[config.mk]
export PLATFORM = sky130hd
export DESIGN_NAME = vag_adpcm_decoder
export DESIGN_NICKNAME = d
export VERILOG_FILES = /design/src/rtl/vag_pkg.sv /design/src/rtl/vag_front.sv /design/src/rtl/vag_back.sv /design/src/rtl/vag_outq.sv /design/src/rtl/vag_adpcm_decoder.sv
export SDC_FILE = /design/constraint.sdc
export NUM_CORES = 2
export LEC_CHECK = 0
export BUFFER_PORTS_ARGS = -buffer_cell sky130_fd_sc_hd__buf_2
export CAP_MARGIN = 20
export CORE_AREA = 4 4 198 277
export CTS_CLUSTER_SIZE = 28
export DETAILED_ROUTE_END_ITERATION = 8
export DIE_AREA = 0 0 202 281
export GPL_ROUTABILITY_DRIVEN = 0
export PLACE_DENSITY_LB_ADDON = 0.05
export SKIP_CTS_REPAIR_TIMING = 1
export SLEW_MARGIN = 20
export SYNTH_ARGS = -nofsm -noshare
export SYNTH_HDL_FRONTEND = slang
export SYNTH_SLANG_ARGS = --single-unit
[constraint.sdc]
create_clock -name clk -period 20.7 [get_ports clk]
set_input_delay 4.14 -clock clk [delete_from_list [all_inputs] [get_ports clk]]
set_output_delay 4.14 -clock clk [all_outputs]
set_load 0.03 [all_outputs]
[src/rtl/vag_pkg.sv]
// ----------------------------------------------------------------------------
// vag_pkg: shared definitions for the VAG ADPCM decoder
// Frame layout, flag codes, the predictor coefficient table, the fixed-point
// history format, and the structs that pass between the decoder stages.
// ----------------------------------------------------------------------------
`default_nettype none

package vag_pkg;

  // Fixed-point history format: number of fraction bits.
  localparam int HIST_FRAC_BITS   = 12;
  localparam int FRAME_DATA_BYTES = 14;
  localparam int FRAME_LEN        = FRAME_DATA_BYTES + 2;
  localparam int FPOS_W           = $clog2(FRAME_LEN);

  // A nibble is scaled by 4096 before the shift.
  localparam int NIB_SCALE_BITS = 12;
  localparam int BASE_W         = 4 + NIB_SCALE_BITS;

  // Byte positions within a frame.
  localparam logic [FPOS_W-1:0] POS_HEADER = FPOS_W'(0);
  localparam logic [FPOS_W-1:0] POS_FLAG   = FPOS_W'(1);
  localparam logic [FPOS_W-1:0] POS_LAST   = FPOS_W'(FRAME_LEN - 1);

  // Flag byte codes.
  localparam logic [7:0] FLAG_END        = 8'h07;
  localparam logic [7:0] FLAG_LOOP_START = 8'h06;
  localparam logic [7:0] FLAG_LOOP_END   = 8'h03;

  // Predictor arithmetic widths.
  localparam int HIST_W   = 32;
  localparam int COEF_W   = 8;
  localparam int COEF_FRAC = 6;
  localparam int PROD_W   = HIST_W + COEF_W;
  localparam int ACC_W    = PROD_W + 1;
  localparam int PRED_W   = ACC_W - COEF_FRAC;
  localparam int BSH_W    = BASE_W + HIST_FRAC_BITS;
  localparam int V_W      = ((BSH_W > PRED_W) ? BSH_W : PRED_W) + 1;

  localparam logic [HIST_W-1:0] HIST_MAX = 32'h7FFF_FFFF;
  localparam logic [HIST_W-1:0] HIST_MIN = 32'h8000_0000;
  localparam logic [15:0]       SMP_MAX  = 16'h7FFF;
  localparam logic [15:0]       SMP_MIN  = 16'h8000;

  // Number of the highest valid predictor; others use zero coefficients.
  localparam logic [3:0] PRED_TOP = 4'd4;

  // Command queue between front and back, and result queue at the output.
  // Depths are powers of two so the pointers wrap naturally.
  localparam int CMDQ_DEPTH = 2;
  localparam int CMDQ_PTR_W = $clog2(CMDQ_DEPTH);
  localparam int CMDQ_CNT_W = $clog2(CMDQ_DEPTH + 1);
  localparam int OUTQ_DEPTH = 4;
  localparam int OUTQ_PTR_W = $clog2(OUTQ_DEPTH);
  localparam int OUTQ_CNT_W = $clog2(OUTQ_DEPTH + 1);

  // Configuration port.
  localparam int          PADDR_W          = 3;
  localparam int          REG_IDX_W        = PADDR_W - 2;
  localparam logic [REG_IDX_W-1:0] REG_LOOP_ENABLED = REG_IDX_W'(0);

  typedef enum logic [1:0] {
    MARK_NONE  = 2'd0,
    MARK_START = 2'd1,
    MARK_END   = 2'd2
  } mark_t;

  // One data byte with everything the sample engine needs to decode it.
  typedef struct packed {
    logic [7:0] data;
    logic [3:0] shift;
    logic [2:0] pred;
    logic       restart;
    mark_t      mark;
  } cmd_t;

  // One sample in history format, before rounding.
  typedef struct packed {
    logic [HIST_W-1:0] hist;
    logic [31:0]       index;
    logic              start_mark;
    logic              end_mark;
  } res_t;

  // One finished result item.
  typedef struct packed {
    logic [15:0] sample;
    logic [31:0] index;
    logic        start_mark;
    logic        end_mark;
  } out_t;

  function automatic logic signed [COEF_W-1:0] coef_newest(input logic [2:0] p);
    logic signed [COEF_W-1:0] k;
    case (p)
      3'd1:    k = 8'sd60;
      3'd2:    k = 8'sd115;
      3'd3:    k = 8'sd98;
      3'd4:    k = 8'sd122;
      default: k = 8'sd0;
    endcase
    return k;
  endfunction

  function automatic logic signed [COEF_W-1:0] coef_older(input logic [2:0] p);
    logic signed [COEF_W-1:0] k;
    case (p)
      3'd2:    k = -8'sd52;
      3'd3:    k = -8'sd55;
      3'd4:    k = -8'sd60;
      default: k = 8'sd0;
    endcase
    return k;
  endfunction

endpackage

`default_nettype wire

[src/rtl/vag_front.sv]
// ----------------------------------------------------------------------------
// vag_front: frame parser and command queue
// Tracks the byte position within a frame, latches the header and flag
// bytes, and queues each data byte as a command for the sample engine.
// ----------------------------------------------------------------------------
`default_nettype none

module vag_front
  import vag_pkg::*;
(
  input  wire logic       clk,
  input  wire logic       rst,
  input  wire logic       push,
  input  wire logic [7:0] stream_byte,
  input  wire logic       stream_start,
  input  wire logic       loop_enabled,
  output logic            full,
  output logic            cmd_valid,
  output cmd_t            cmd,
  input  wire logic       cmd_pop
);

  logic [FPOS_W-1:0] frame_position, frame_position_next;
  logic [3:0]        shift_amount, shift_amount_next;
  logic [3:0]        predictor_index, predictor_index_next;
  mark_t             pending_mark, pending_mark_next;
  logic              stopped, stopped_next;
  logic              restart_pending, restart_pending_next;

  cmd_t                  q [CMDQ_DEPTH];
  logic [CMDQ_PTR_W-1:0] wr_ptr, rd_ptr;
  logic [CMDQ_CNT_W-1:0] count;

  logic              accept;
  logic              data_push;
  logic [FPOS_W-1:0] pos;
  cmd_t              new_cmd;

  assign full      = (count == CMDQ_CNT_W'(CMDQ_DEPTH));
  assign cmd_valid = (count != '0);
  assign cmd       = q[rd_ptr];
  assign accept    = push && !full;

  always_comb begin
    frame_position_next  = frame_position;
    shift_amount_next    = shift_amount;
    predictor_index_next = predictor_index;
    pending_mark_next    = pending_mark;
    stopped_next         = stopped;
    restart_pending_next = restart_pending;
    data_push            = 1'b0;
    pos                  = stream_start ? POS_HEADER : frame_position;

    if (accept && stream_start) begin
      stopped_next         = 1'b0;
      pending_mark_next    = MARK_NONE;
      restart_pending_next = 1'b1;
    end

    if (accept && (stream_start || !stopped)) begin
      frame_position_next = (pos == POS_LAST) ? POS_HEADER : pos + FPOS_W'(1);
      case (pos)
        POS_HEADER: begin
          shift_amount_next    = stream_byte[3:0];
          predictor_index_next = stream_byte[7:4];
        end
        POS_FLAG: begin
          if (stream_byte == FLAG_END) begin
            stopped_next = 1'b1;
          end else if (loop_enabled && stream_byte == FLAG_LOOP_START) begin
            pending_mark_next = MARK_START;
          end else if (loop_enabled && stream_byte == FLAG_LOOP_END) begin
            pending_mark_next = MARK_END;
          end
        end
        default: begin
          data_push            = 1'b1;
          pending_mark_next    = MARK_NONE;
          restart_pending_next = 1'b0;
        end
      endcase
    end
  end

  always_comb begin
    new_cmd.data    = stream_byte;
    new_cmd.shift   = shift_amount;
    new_cmd.pred    = (predictor_index <= PRED_TOP) ? predictor_index[2:0] : 3'd0;
    new_cmd.restart = restart_pending;
    new_cmd.mark    = pending_mark;
  end

  always_ff @(posedge clk) begin
    if (rst) begin
      frame_position  <= POS_HEADER;
      shift_amount    <= '0;
      predictor_index <= '0;
      pending_mark    <= MARK_NONE;
      stopped         <= 1'b0;
      restart_pending <= 1'b0;
      wr_ptr          <= '0;
      rd_ptr          <= '0;
      count           <= '0;
    end else begin
      frame_position  <= frame_position_next;
      shift_amount    <= shift_amount_next;
      predictor_index <= predictor_index_next;
      pending_mark    <= pending_mark_next;
      stopped         <= stopped_next;
      restart_pending <= restart_pending_next;
      if (data_push) begin
        wr_ptr <= wr_ptr + CMDQ_PTR_W'(1);
      end
      if (cmd_pop) begin
        rd_ptr <= rd_ptr + CMDQ_PTR_W'(1);
      end
      if (data_push && !cmd_pop) begin
        count <= count + CMDQ_CNT_W'(1);
      end else if (!data_push && cmd_pop) begin
        count <= count - CMDQ_CNT_W'(1);
      end
    end
  end

  always_ff @(posedge clk) begin
    if (data_push) begin
      q[wr_ptr] <= new_cmd;
    end
  end

endmodule

`default_nettype wire

[src/rtl/vag_back.sv]
// ----------------------------------------------------------------------------
// vag_back: sample engine
// Decodes one nibble per cycle while a command waits and the result side is
// ready, low nibble first, with the two-tap prediction from the history,
// and keeps the stream sample count.
`default_nettype none

module vag_back
  import vag_pkg::*;
(
  input  wire logic clk,
  input  wire logic rst,
  input  wire logic cmd_valid,
  input  wire cmd_t cmd,
  output logic      cmd_pop,
  output logic      res_valid,
  output res_t      res,
  input  wire logic res_ready
);

  logic                     half;
  logic signed [HIST_W-1:0] newest, older;
  logic [31:0]              sample_count;

  logic                     fire;
  logic                     clr;
  logic [3:0]               nib;
  logic signed [HIST_W-1:0] newest_eff, older_eff;
  logic [31:0]              index_eff;
  logic signed [COEF_W-1:0] k0, k1;
  logic signed [BASE_W-1:0] base;
  logic signed [PROD_W-1:0] prod0, prod1;
  logic signed [ACC_W-1:0]  acc;
  logic signed [PRED_W-1:0] pred;
  logic signed [V_W-1:0]    v;
  logic [V_W-32:0]          upper;
  logic [HIST_W-1:0]        v_sat;

  assign fire      = cmd_valid && res_ready;
  assign cmd_pop   = fire && half;
  assign res_valid = cmd_valid;

  always_comb begin
    nib        = half ? cmd.data[7:4] : cmd.data[3:0];
    clr        = cmd.restart && !half;
    newest_eff = clr ? '0 : newest;
    older_eff  = clr ? '0 : older;
    index_eff  = clr ? '0 : sample_count;
    k0         = coef_newest(cmd.pred);
    k1         = coef_older(cmd.pred);
    base       = $signed({nib, {NIB_SCALE_BITS{1'b0}}}) >>> cmd.shift;
    prod0      = PROD_W'(newest_eff) * PROD_W'(k0);
    prod1      = PROD_W'(older_eff) * PROD_W'(k1);
    acc        = ACC_W'(prod0) + ACC_W'(prod1);
    pred       = PRED_W'(acc >>> COEF_FRAC);
    v          = (V_W'(base) <<< HIST_FRAC_BITS) + V_W'(pred);
    // Saturate to 32 bits when the top bits disagree with the sign.
    upper      = v[V_W-1:31];
    if ((&upper) || !(|upper)) begin
      v_sat = v[HIST_W-1:0];
    end else begin
      v_sat = v[V_W-1] ? HIST_MIN : HIST_MAX;
    end
  end

  always_comb begin
    res.hist       = v_sat;
    res.index      = index_eff;
    res.start_mark = !half && (cmd.mark == MARK_START);
    res.end_mark   = !half && (cmd.mark == MARK_END);
  end

  always_ff @(posedge clk) begin
    if (rst) begin
      half         <= 1'b0;
      newest       <= '0;
      older        <= '0;
      sample_count <= '0;
    end else if (fire) begin
      half         <= !half;
      older        <= newest_eff;
      newest       <= $signed(v_sat);
      sample_count <= index_eff + 32'd1;
    end
  end

endmodule

`default_nettype wire

[src/rtl/vag_outq.sv]
// ----------------------------------------------------------------------------
// vag_outq: rounding stage and result queue
// Rounds the history value half away from zero, saturates it to 16 bits,
// and holds finished items until the receiver takes them.
// ----------------------------------------------------------------------------
`default_nettype none

module vag_outq
  import vag_pkg::*;
(
  input  wire logic        clk,
  input  wire logic        rst,
  input  wire logic        res_valid,
  input  wire res_t        res,
  output logic             res_ready,
  input  wire logic        pop,
  output logic             empty,
  output out_t             head
);

  localparam int MAG_W  = HIST_W + 1;
  localparam int RSUM_W = MAG_W + 1;
  localparam logic [RSUM_W-1:0] ROUND_HALF = RSUM_W'(1) << (HIST_FRAC_BITS - 1);

  logic                  stage_valid;
  res_t                  stage;
  out_t                  q [OUTQ_DEPTH];
  logic [OUTQ_PTR_W-1:0] wr_ptr, rd_ptr;
  logic [OUTQ_CNT_W-1:0] count;

  logic                   q_full;
  logic                   stage_move;
  logic                   q_pop;
  logic                   neg;
  logic signed [MAG_W-1:0] vv;
  logic [MAG_W-1:0]       mag;
  logic [RSUM_W-1:0]      rsum;
  logic [RSUM_W-1:0]      rmag;
  out_t                   rounded;

  assign q_full     = (count == OUTQ_CNT_W'(OUTQ_DEPTH));
  assign empty      = (count == '0);
  assign q_pop      = pop && !empty;
  assign stage_move = stage_valid && !q_full;
  assign res_ready  = !stage_valid || !q_full;
  assign head       = q[rd_ptr];

  always_comb begin
    neg  = stage.hist[HIST_W-1];
    vv   = MAG_W'($signed(stage.hist));
    mag  = neg ? MAG_W'(-vv) : MAG_W'(vv);
    rsum = RSUM_W'(mag) + ROUND_HALF;
    rmag = rsum >> HIST_FRAC_BITS;
    if (!neg) begin
      rounded.sample = (rmag > RSUM_W'(SMP_MAX)) ? SMP_MAX : rmag[15:0];
    end else begin
      rounded.sample = (rmag > RSUM_W'(SMP_MIN)) ? SMP_MIN : 16'(~rmag[15:0] + 16'd1);
    end
    rounded.index      = stage.index;
    rounded.start_mark = stage.start_mark;
    rounded.end_mark   = stage.end_mark;
  end

  always_ff @(posedge clk) begin
    if (rst) begin
      stage_valid <= 1'b0;
      wr_ptr      <= '0;
      rd_ptr      <= '0;
      count       <= '0;
    end else begin
      if (res_ready) begin
        stage_valid <= res_valid;
      end
      if (stage_move) begin
        wr_ptr <= wr_ptr + OUTQ_PTR_W'(1);
      end
      if (q_pop) begin
        rd_ptr <= rd_ptr + OUTQ_PTR_W'(1);
      end
      if (stage_move && !q_pop) begin
        count <= count + OUTQ_CNT_W'(1);
      end else if (!stage_move && q_pop) begin
        count <= count - OUTQ_CNT_W'(1);
      end
    end
  end

  always_ff @(posedge clk) begin
    if (res_ready && res_valid) begin
      stage <= res;
    end
    if (stage_move) begin
      q[wr_ptr] <= rounded;
    end
  end

endmodule

`default_nettype wire

[src/rtl/vag_adpcm_decoder.sv]
// ----------------------------------------------------------------------------
// vag_adpcm_decoder: PlayStation VAG ADPCM stream decoder
// Turns a byte stream of 16-byte VAG frames into signed 16-bit PCM samples.
// ----------------------------------------------------------------------------
//
// The input side looks like a queue: an item (one stream byte plus the
// stream_start flag) is taken at each rising edge with push high and full
// low. The result side also looks like a queue: while empty is low the oldest
// decoded sample, its index and its loop marks sit on the output ports, and
// the item is taken at an edge with pop high.
//
// Header and flag bytes yield nothing; each of the 14 data bytes of a frame
// yields two items, low nibble first, by way of the command queue, the
// sample engine, the staging register and the output queue. The sample
// engine produces one sample per cycle while the result side is ready,
// because each sample depends on the history left by the one before; the
// front takes header and flag bytes and buffers up to two data bytes, so
// bursts are taken one byte per cycle until that queue fills.
//
// When the receiver stalls, results collect in a four-entry output queue and
// a staging register, then the sample engine and the byte queue stop in turn
// and full rises. Nothing is lost. Reset clears the framing state, history,
// sample count, queues and the loop_enabled register. The APB port holds
// loop_enabled at address 0 and should be written only while the block idles.
//
`default_nettype none

module vag_adpcm_decoder
  import vag_pkg::*;
(
  input  wire logic               clk,
  input  wire logic               rst,
  // Stream byte channel.
  input  wire logic               push,
  output logic                    full,
  input  wire logic [7:0]         stream_byte,
  input  wire logic               stream_start,
  // Result channel.
  output logic                    empty,
  input  wire logic               pop,
  output logic signed [15:0]      sample,
  output logic [31:0]             sample_index,
  output logic                    loop_start_mark,
  output logic                    loop_end_mark,
  // Configuration port.
  input  wire logic               psel,
  input  wire logic               penable,
  input  wire logic               pwrite,
  input  wire logic [PADDR_W-1:0] paddr,
  input  wire logic [31:0]        pwdata,
  output logic [31:0]             prdata,
  output logic                    pready
);

  logic loop_enabled;
  logic cmd_valid;
  logic cmd_pop;
  cmd_t cmd;
  logic res_valid;
  logic res_ready;
  res_t res;
  out_t head;

  // Registers are decoded on the word index; byte lanes within a word alias.
  assign pready = 1'b1;

  always_ff @(posedge clk) begin
    if (rst) begin
      loop_enabled <= 1'b0;
    end else if (psel && penable && pwrite &&
                 paddr[PADDR_W-1:2] == REG_LOOP_ENABLED) begin
      loop_enabled <= pwdata[0];
    end
  end

  always_comb begin
    if (paddr[PADDR_W-1:2] == REG_LOOP_ENABLED) begin
      prdata = {31'd0, loop_enabled};
    end else begin
      prdata = '0;
    end
  end

  // Front: frame parsing and the command queue.
  vag_front u_front (
    .clk          (clk),
    .rst          (rst),
    .push         (push),
    .stream_byte  (stream_byte),
    .stream_start (stream_start),
    .loop_enabled (loop_enabled),
    .full         (full),
    .cmd_valid    (cmd_valid),
    .cmd          (cmd),
    .cmd_pop      (cmd_pop)
  );

  // Back: one sample per cycle through the prediction loop while the result side is ready.
  vag_back u_back (
    .clk       (clk),
    .rst       (rst),
    .cmd_valid (cmd_valid),
    .cmd       (cmd),
    .cmd_pop   (cmd_pop),
    .res_valid (res_valid),
    .res       (res),
    .res_ready (res_ready)
  );

  // Rounding and the result queue.
  vag_outq u_outq (
    .clk       (clk),
    .rst       (rst),
    .res_valid (res_valid),
    .res       (res),
    .res_ready (res_ready),
    .pop       (pop),
    .empty     (empty),
    .head      (head)
  );

  assign sample          = $signed(head.sample);
  assign sample_index    = head.index;
  assign loop_start_mark = head.start_mark;
  assign loop_end_mark   = head.end_mark;

endmodule

`default_nettype wire

# Word-level counts from Yosys, hierarchy flattened
# Memories as Yosys holds them, arrays and structs flattened. A register that Yosys moved wholly into a read port is not among the register bits.
# Cells that the tools add are included.
# totals
n_memories,2
register_bits,192
in_bits,51
wordCells,145
ramBits,236
# classes
bitwise_logic,2
n_mul,2
eq_ne,13
n_reduce_logical,42
n_addsub,15
muxes,43
shift,1
magnitude_cmp,3
# memory_table
name,depth,width,read_ports,rd_clocked_by_memory_dff,wr,line_no,source
u_outq.q,4,50,1,1,1,vag_outq.sv:27,out_t q [OUTQ_DEPTH];
u_front.q,2,18,1,1,1,vag_front.sv:30,cmd_t q [CMDQ_DEPTH];
# ops
cell,n
$mux 32,5
$mul 32x8->40,2
$mux 16,3
$add 40x40->41,1
$add 28x35->36,1
$add 33x12->34 const B,1
$mux 33,1
$neg 32->33,1
$add 32x1->32 const B,1
$pmux 7 s4,1
$pmux 8 s3,1
$gt 22x15->1 const B,1
$gt 22x16->1 const B,1
$logic_and 1x1->1,19
$mux 2,9
$add 16x1->16 const B,1
$eq 8x3->1 const B,2
$mux 1,16
$not 16->16,1
$sshr 16x4->16,1
$mux 4,3
$logic_not 1->1,11
$mux 3,3
$eq 8x2->1 const B,1
other kinds (24),34

# Longest topological paths before layout
# logic_depth
word_depth,10
ltp_mapped,46
mapped_depth_nobuf,42

# Hierarchy
# From an unflattened synthesis, not the netlist that was laid out.
# hier_totals
cells_unflattened,3420
hier_area_um2,34966.0
# by_module_without_submodules
module,seq_area_each_um2,cells_per_inst,n_inst,area_each_um2
vag_back,1941.9,2469,1,20354.5
vag_outq,8187.9,722,1,11900.2
vag_front,1501.4,189,1,2402.3
vag_adpcm_decoder,20.0,40,1,309.0

# Least setup slack after synthesis
# No wires, ideal clock.
# synth_path
path_kind,reg2reg
from,register (tool-made name)
to,register u_back.newest[10]
stages_incl_launch_ff,41
n_path_buf,7
arrival_ps,10730
path_slack_ps,9884
setup_ps,86
period_less_slack_ps,10816
cell_sequence,dfxtp_1 clkbuf_1 mux2i_1 or2_2 clkbuf_1 clkbuf_1 clkbuf_1 clkbuf_1 nand3_1 fa_1 fa_1 fa_1 inv_1 fa_1 fa_1 inv_1 fa_1 inv_1 [5 not listed] o21ai_0 a21oi_1 o41a_1 a211o_1 xor2_1 ha_1 a21oi_1 o21ai_0 or3_1 o22ai_1 o21ai_0 a41o_1 xnor2_1 o41ai_1 clkbuf_1 clkbuf_1 nand2_1 a211oi_1
# synth_lines
element,line_no,source
end signal: assignment,vag_back.sv:82,newest <= $signed(v_sat);
end: declaration,vag_back.sv:22,"logic signed [HIST_W-1:0] newest, older;"

==> key figures <==
Outcome
  – Status: completed

Drt
  – Initial DRC count: 1513
  – Average wire per cell in the routed design: 19.3 um
  – Vias: 23500
  – First-pass iteration count of the detailed router: 5
  – Post-route ant nets: 0
  – Total routed wirelength: 77700 um
  – Avg Vias per Cell: 5.84
  – DRC Markers: 0

GRT
  – GRT Overall Usage: 28.1%
  – Overflow after GRT: 0
  – Pin count of the biggest net entering global routing: 90
  – Number of antenna violations at the first check in global routing: 0
  – First-pass GRT wire length: 128000 um
  – Via count of the first global-routing pass: 25000

Synthesis
  – Top cells by area in the synthesized netlist: sky130_fd_sc_hd__edfxtp_1 27%, sky130_fd_sc_hd__fa_1 20%, sky130_fd_sc_hd__ha_1 8.2%, sky130_fd_sc_hd__dfxtp_1 7.6%, sky130_fd_sc_hd__inv_1 5.6%
  – Synth Area per Inst: 10.3 sq um
  – Cell taking the most area after synthesis: sky130_fd_sc_hd__edfxtp_1
  – Post-Syn Area: 33800 sq um
  – Share of synthesized flip-flops with an asynchronous set or reset: 0%
  – Most used flip-flop cell after synthesis: sky130_fd_sc_hd__edfxtp_1
  – Warnings, synthesis: 0
  – Post-synthesis cell type count: 88
  – Seq cells post-synth: 431
  – Number of flops mapped to enable cells by yosys: 302
  – Top-area cell type share of the netlist area: 26.8%
  – Synthesized instance count: 3296
  – Sequential cell area fraction in the yosys report: 34.5%

Cells and area
  – Area added between synthesis and finish: 6.64%
  – Commonest cells after routing, fill and taps aside: 503 x sky130_fd_sc_hd__inv_1, 412 x sky130_fd_sc_hd__nor2_1, 343 x sky130_fd_sc_hd__fa_1
  – Net count of the finished layout: 3906
  – Cell area after layout: 36000 sq um
  – Share of post-route cells with drive strength above 1: 7.89%
  – Most common library cell in the layout ignoring fill and taps: sky130_fd_sc_hd__inv_1
  – Diode count: 0

Die
  – Placeable core region: 52100 sq um
  – Total Die Area: 56800 sq um
  – Number of cell rows: 99
  – I/O pin count: 136
  – Effective utilization at floorplan: 64.8%
  – Die Width: 202 um
  – Chip height: 281 um

Clocking
  – Clk Latency, worst-skew pair: 0.58 ns
  – Clock tree from TritonCTS: built
  – H-tree depth reported by CTS: 2
  – Clock slew at reported path FFs: 0.06 ns
  – TritonCTS buffer count: 41
  – Maximum clock insertion buffer count: 3
  – Root cell of the clock tree: sky130_fd_sc_hd__clkbuf_16
  – Sink Count: 431

Worst setup path
  – Cell seen most often among critical-path stages: sky130_fd_sc_hd__fa_1
  – Worst reg2reg setup slack: 7.96 ns
  – Critical path required time: 20.96 ns
  – Critical path type: reg -> reg
  – Critical Path Slowest Stage Cell: sky130_fd_sc_hd__o311ai_0
  – Critical Path Start Type: register
  – Crit. End Element: register
  – Max incr delay on CP: 0.81 ns
  – Data arrival time at the worst-slack endpoint: 13.00 ns
  – Critical path fanouts, max: 67

Place
  – Input/output buffers: 70
  – Area post-placement: 34600 sq um
  – HPWL after DPL: 59100 um

Timing
  – Max-slew violations: 0
  – Final Hold Viols: 0
  – Fmax: 78.5 MHz
  – Max_slew headroom: 27.8%
  – Tmin final: 12.74 ns
  – Finish-stage setup viols: 0
  – Worst-margin pin slew: 1.05 ns
  – Final period util: 61.5%
  – Unrepaired setup endpoints after global routing: false
  – Clock skew: 0.0354 ns
  – Total Negative Setup Slacks: 0 ns

Min path
  – Min-delay worst type: reg -> reg

Pwr
  – Maximum ir drop on the vdd rail: 0.0000979 V
  – Sequential share of power: 30.6%
  – Share of total power consumed by net switching: 42.2%
  – Static leakage: 0.0154 uW
  – Internal power: 2210 uW
  – Combinational fraction of design power: 48.5%
  – Clock share of power: 20.9%
  – Switching Power: 1610 uW
  – Power density relative to cell area: 106 nW/um^2

Flow run
  – Max-Cap Viols: 0
worst paths after layout:
kind,from,endpoint,depth (start not counted)
worst min register to register,u_front.stopped,u_front.stopped,2
worst max-delay path,register,u_outq.stage[47],39
worst min-delay path,u_front.stopped,u_front.stopped,2
worst max register to register,register,u_outq.stage[47],39
cell usage after synthesis, drive strengths merged, types with 5 or more instances:
library cell and count:
inv 504, nor2 414, fa 343, edfxtp 302
nand2 243, ha 222, a21oi 153, dfxtp 129
clkbuf 119, nand3 93, xnor2 81, and2 72
o21ai 66, buf 54, mux4 54, nor3 39
xor2 39, a211oi 37, a21o 28, mux2i 26
or3 22, nand2b 19, nand4 19, nor2b 18
and3 17, nor4 15, or2 15, a31oi 12
o211ai 10, o21bai 10, a311oi 8, nor3b 8
o21a 8, o22ai 7, or4 7, o311ai 5
o31ai 5
metal layers:
metal | GRT usage (%) | part of all wire, % | vias to the layer above
li1 | - | - | 10900
met1 | 32.2 | 36 | 11800
met2 | 52.9 | 54 | 703
met5 | 0 | 0 | -
met3 | 2.95 | 4.4 | 216
met4 | 12.7 | 5.0 | 0
worst max-delay path: cells and delay by family, from the launching register on:
| kind | cells | cell delay (ns) |
|---|---|---|
| XOR/XNOR | 2 | 0.49 |
| flip-flops | 1 | 0.31 |
| AO/OA/AOI/OAI | 13 | 4.23 |
| buffers and inverters | 8 | 2.05 |
| adder cells (fa/ha/maj) | 8 | 3.78 |
| AND/OR/NAND/NOR | 8 | 1.52 |
registers in the layout, indices dropped and copies added (netlist names), 2 cells and up, named ones only:
signal and count:
u_back.newest 32, u_back.older 32, u_back.sample_count 32, u_front.count 2
u_front.frame_position 4, u_front.pending_mark 2, u_front.predictor_index 4, u_front.q 36
u_front.shift_amount 4, u_outq.count 3, u_outq.q 200, u_outq.rd_ptr 2
u_outq.rounded 34, u_outq.stage 31, u_outq.wr_ptr 2
area by class of cell:
cell class | count | area [sq um]
Sequential cell | 431 | 11700
Tap cell | 707 | 885
Fill cell | 3944 | 16100
Clock inverter | 20 | 270
Timing Repair Buffer | 94 | 537
Multi-Input combinational cell | 2217 | 19600
Inverter | 505 | 1900
Clock buffer | 55 | 1150
logic make-up after synthesis:
family                     count (synthesis)  synth area share [%]
and+or+nand+nor                         1017                  13.8
muxes                                     84                  4.50
other                                      2                0.0222
xor gates and xnor gates                 121                  3.18
buffers and inverters                    678                  7.93
adders and majority gates                565                  28.5
DFF                                      431                  34.5
AOI/OAI and AO/OA                        398                  7.54
stage by stage:
stage	instances	hold WS, ns	setup slack, ns	total power (uW)	utilization [%]
after floorplan	3326	0.425	9.88	2540	-
after global placement	3954	0.432	8.08	2980	66.3
after detailed placement	3954	0.450	7.81	3040	66.3
after CTS	4029	0.457	7.77	3840	69.1
after global routing	4029	0.489	7.26	4100	69.1
final	4029	0.455	7.96	3830	69.1
power groups by stage:
stage / Clock, uW / Sequential [uW] / Combinational (uW)
6_report: 801 / 1170 / 1860
5_1_grt: 852 / 1180 / 2060
4_1_cts: 816 / 1170 / 1860
3_5_place_dp: 0 / 1190 / 1850
3_3_place_gp: 0 / 1180 / 1790
2_1_floorplan: 0 / 1140 / 1400
Note: power is estimated with default switching activity, not from simulation.
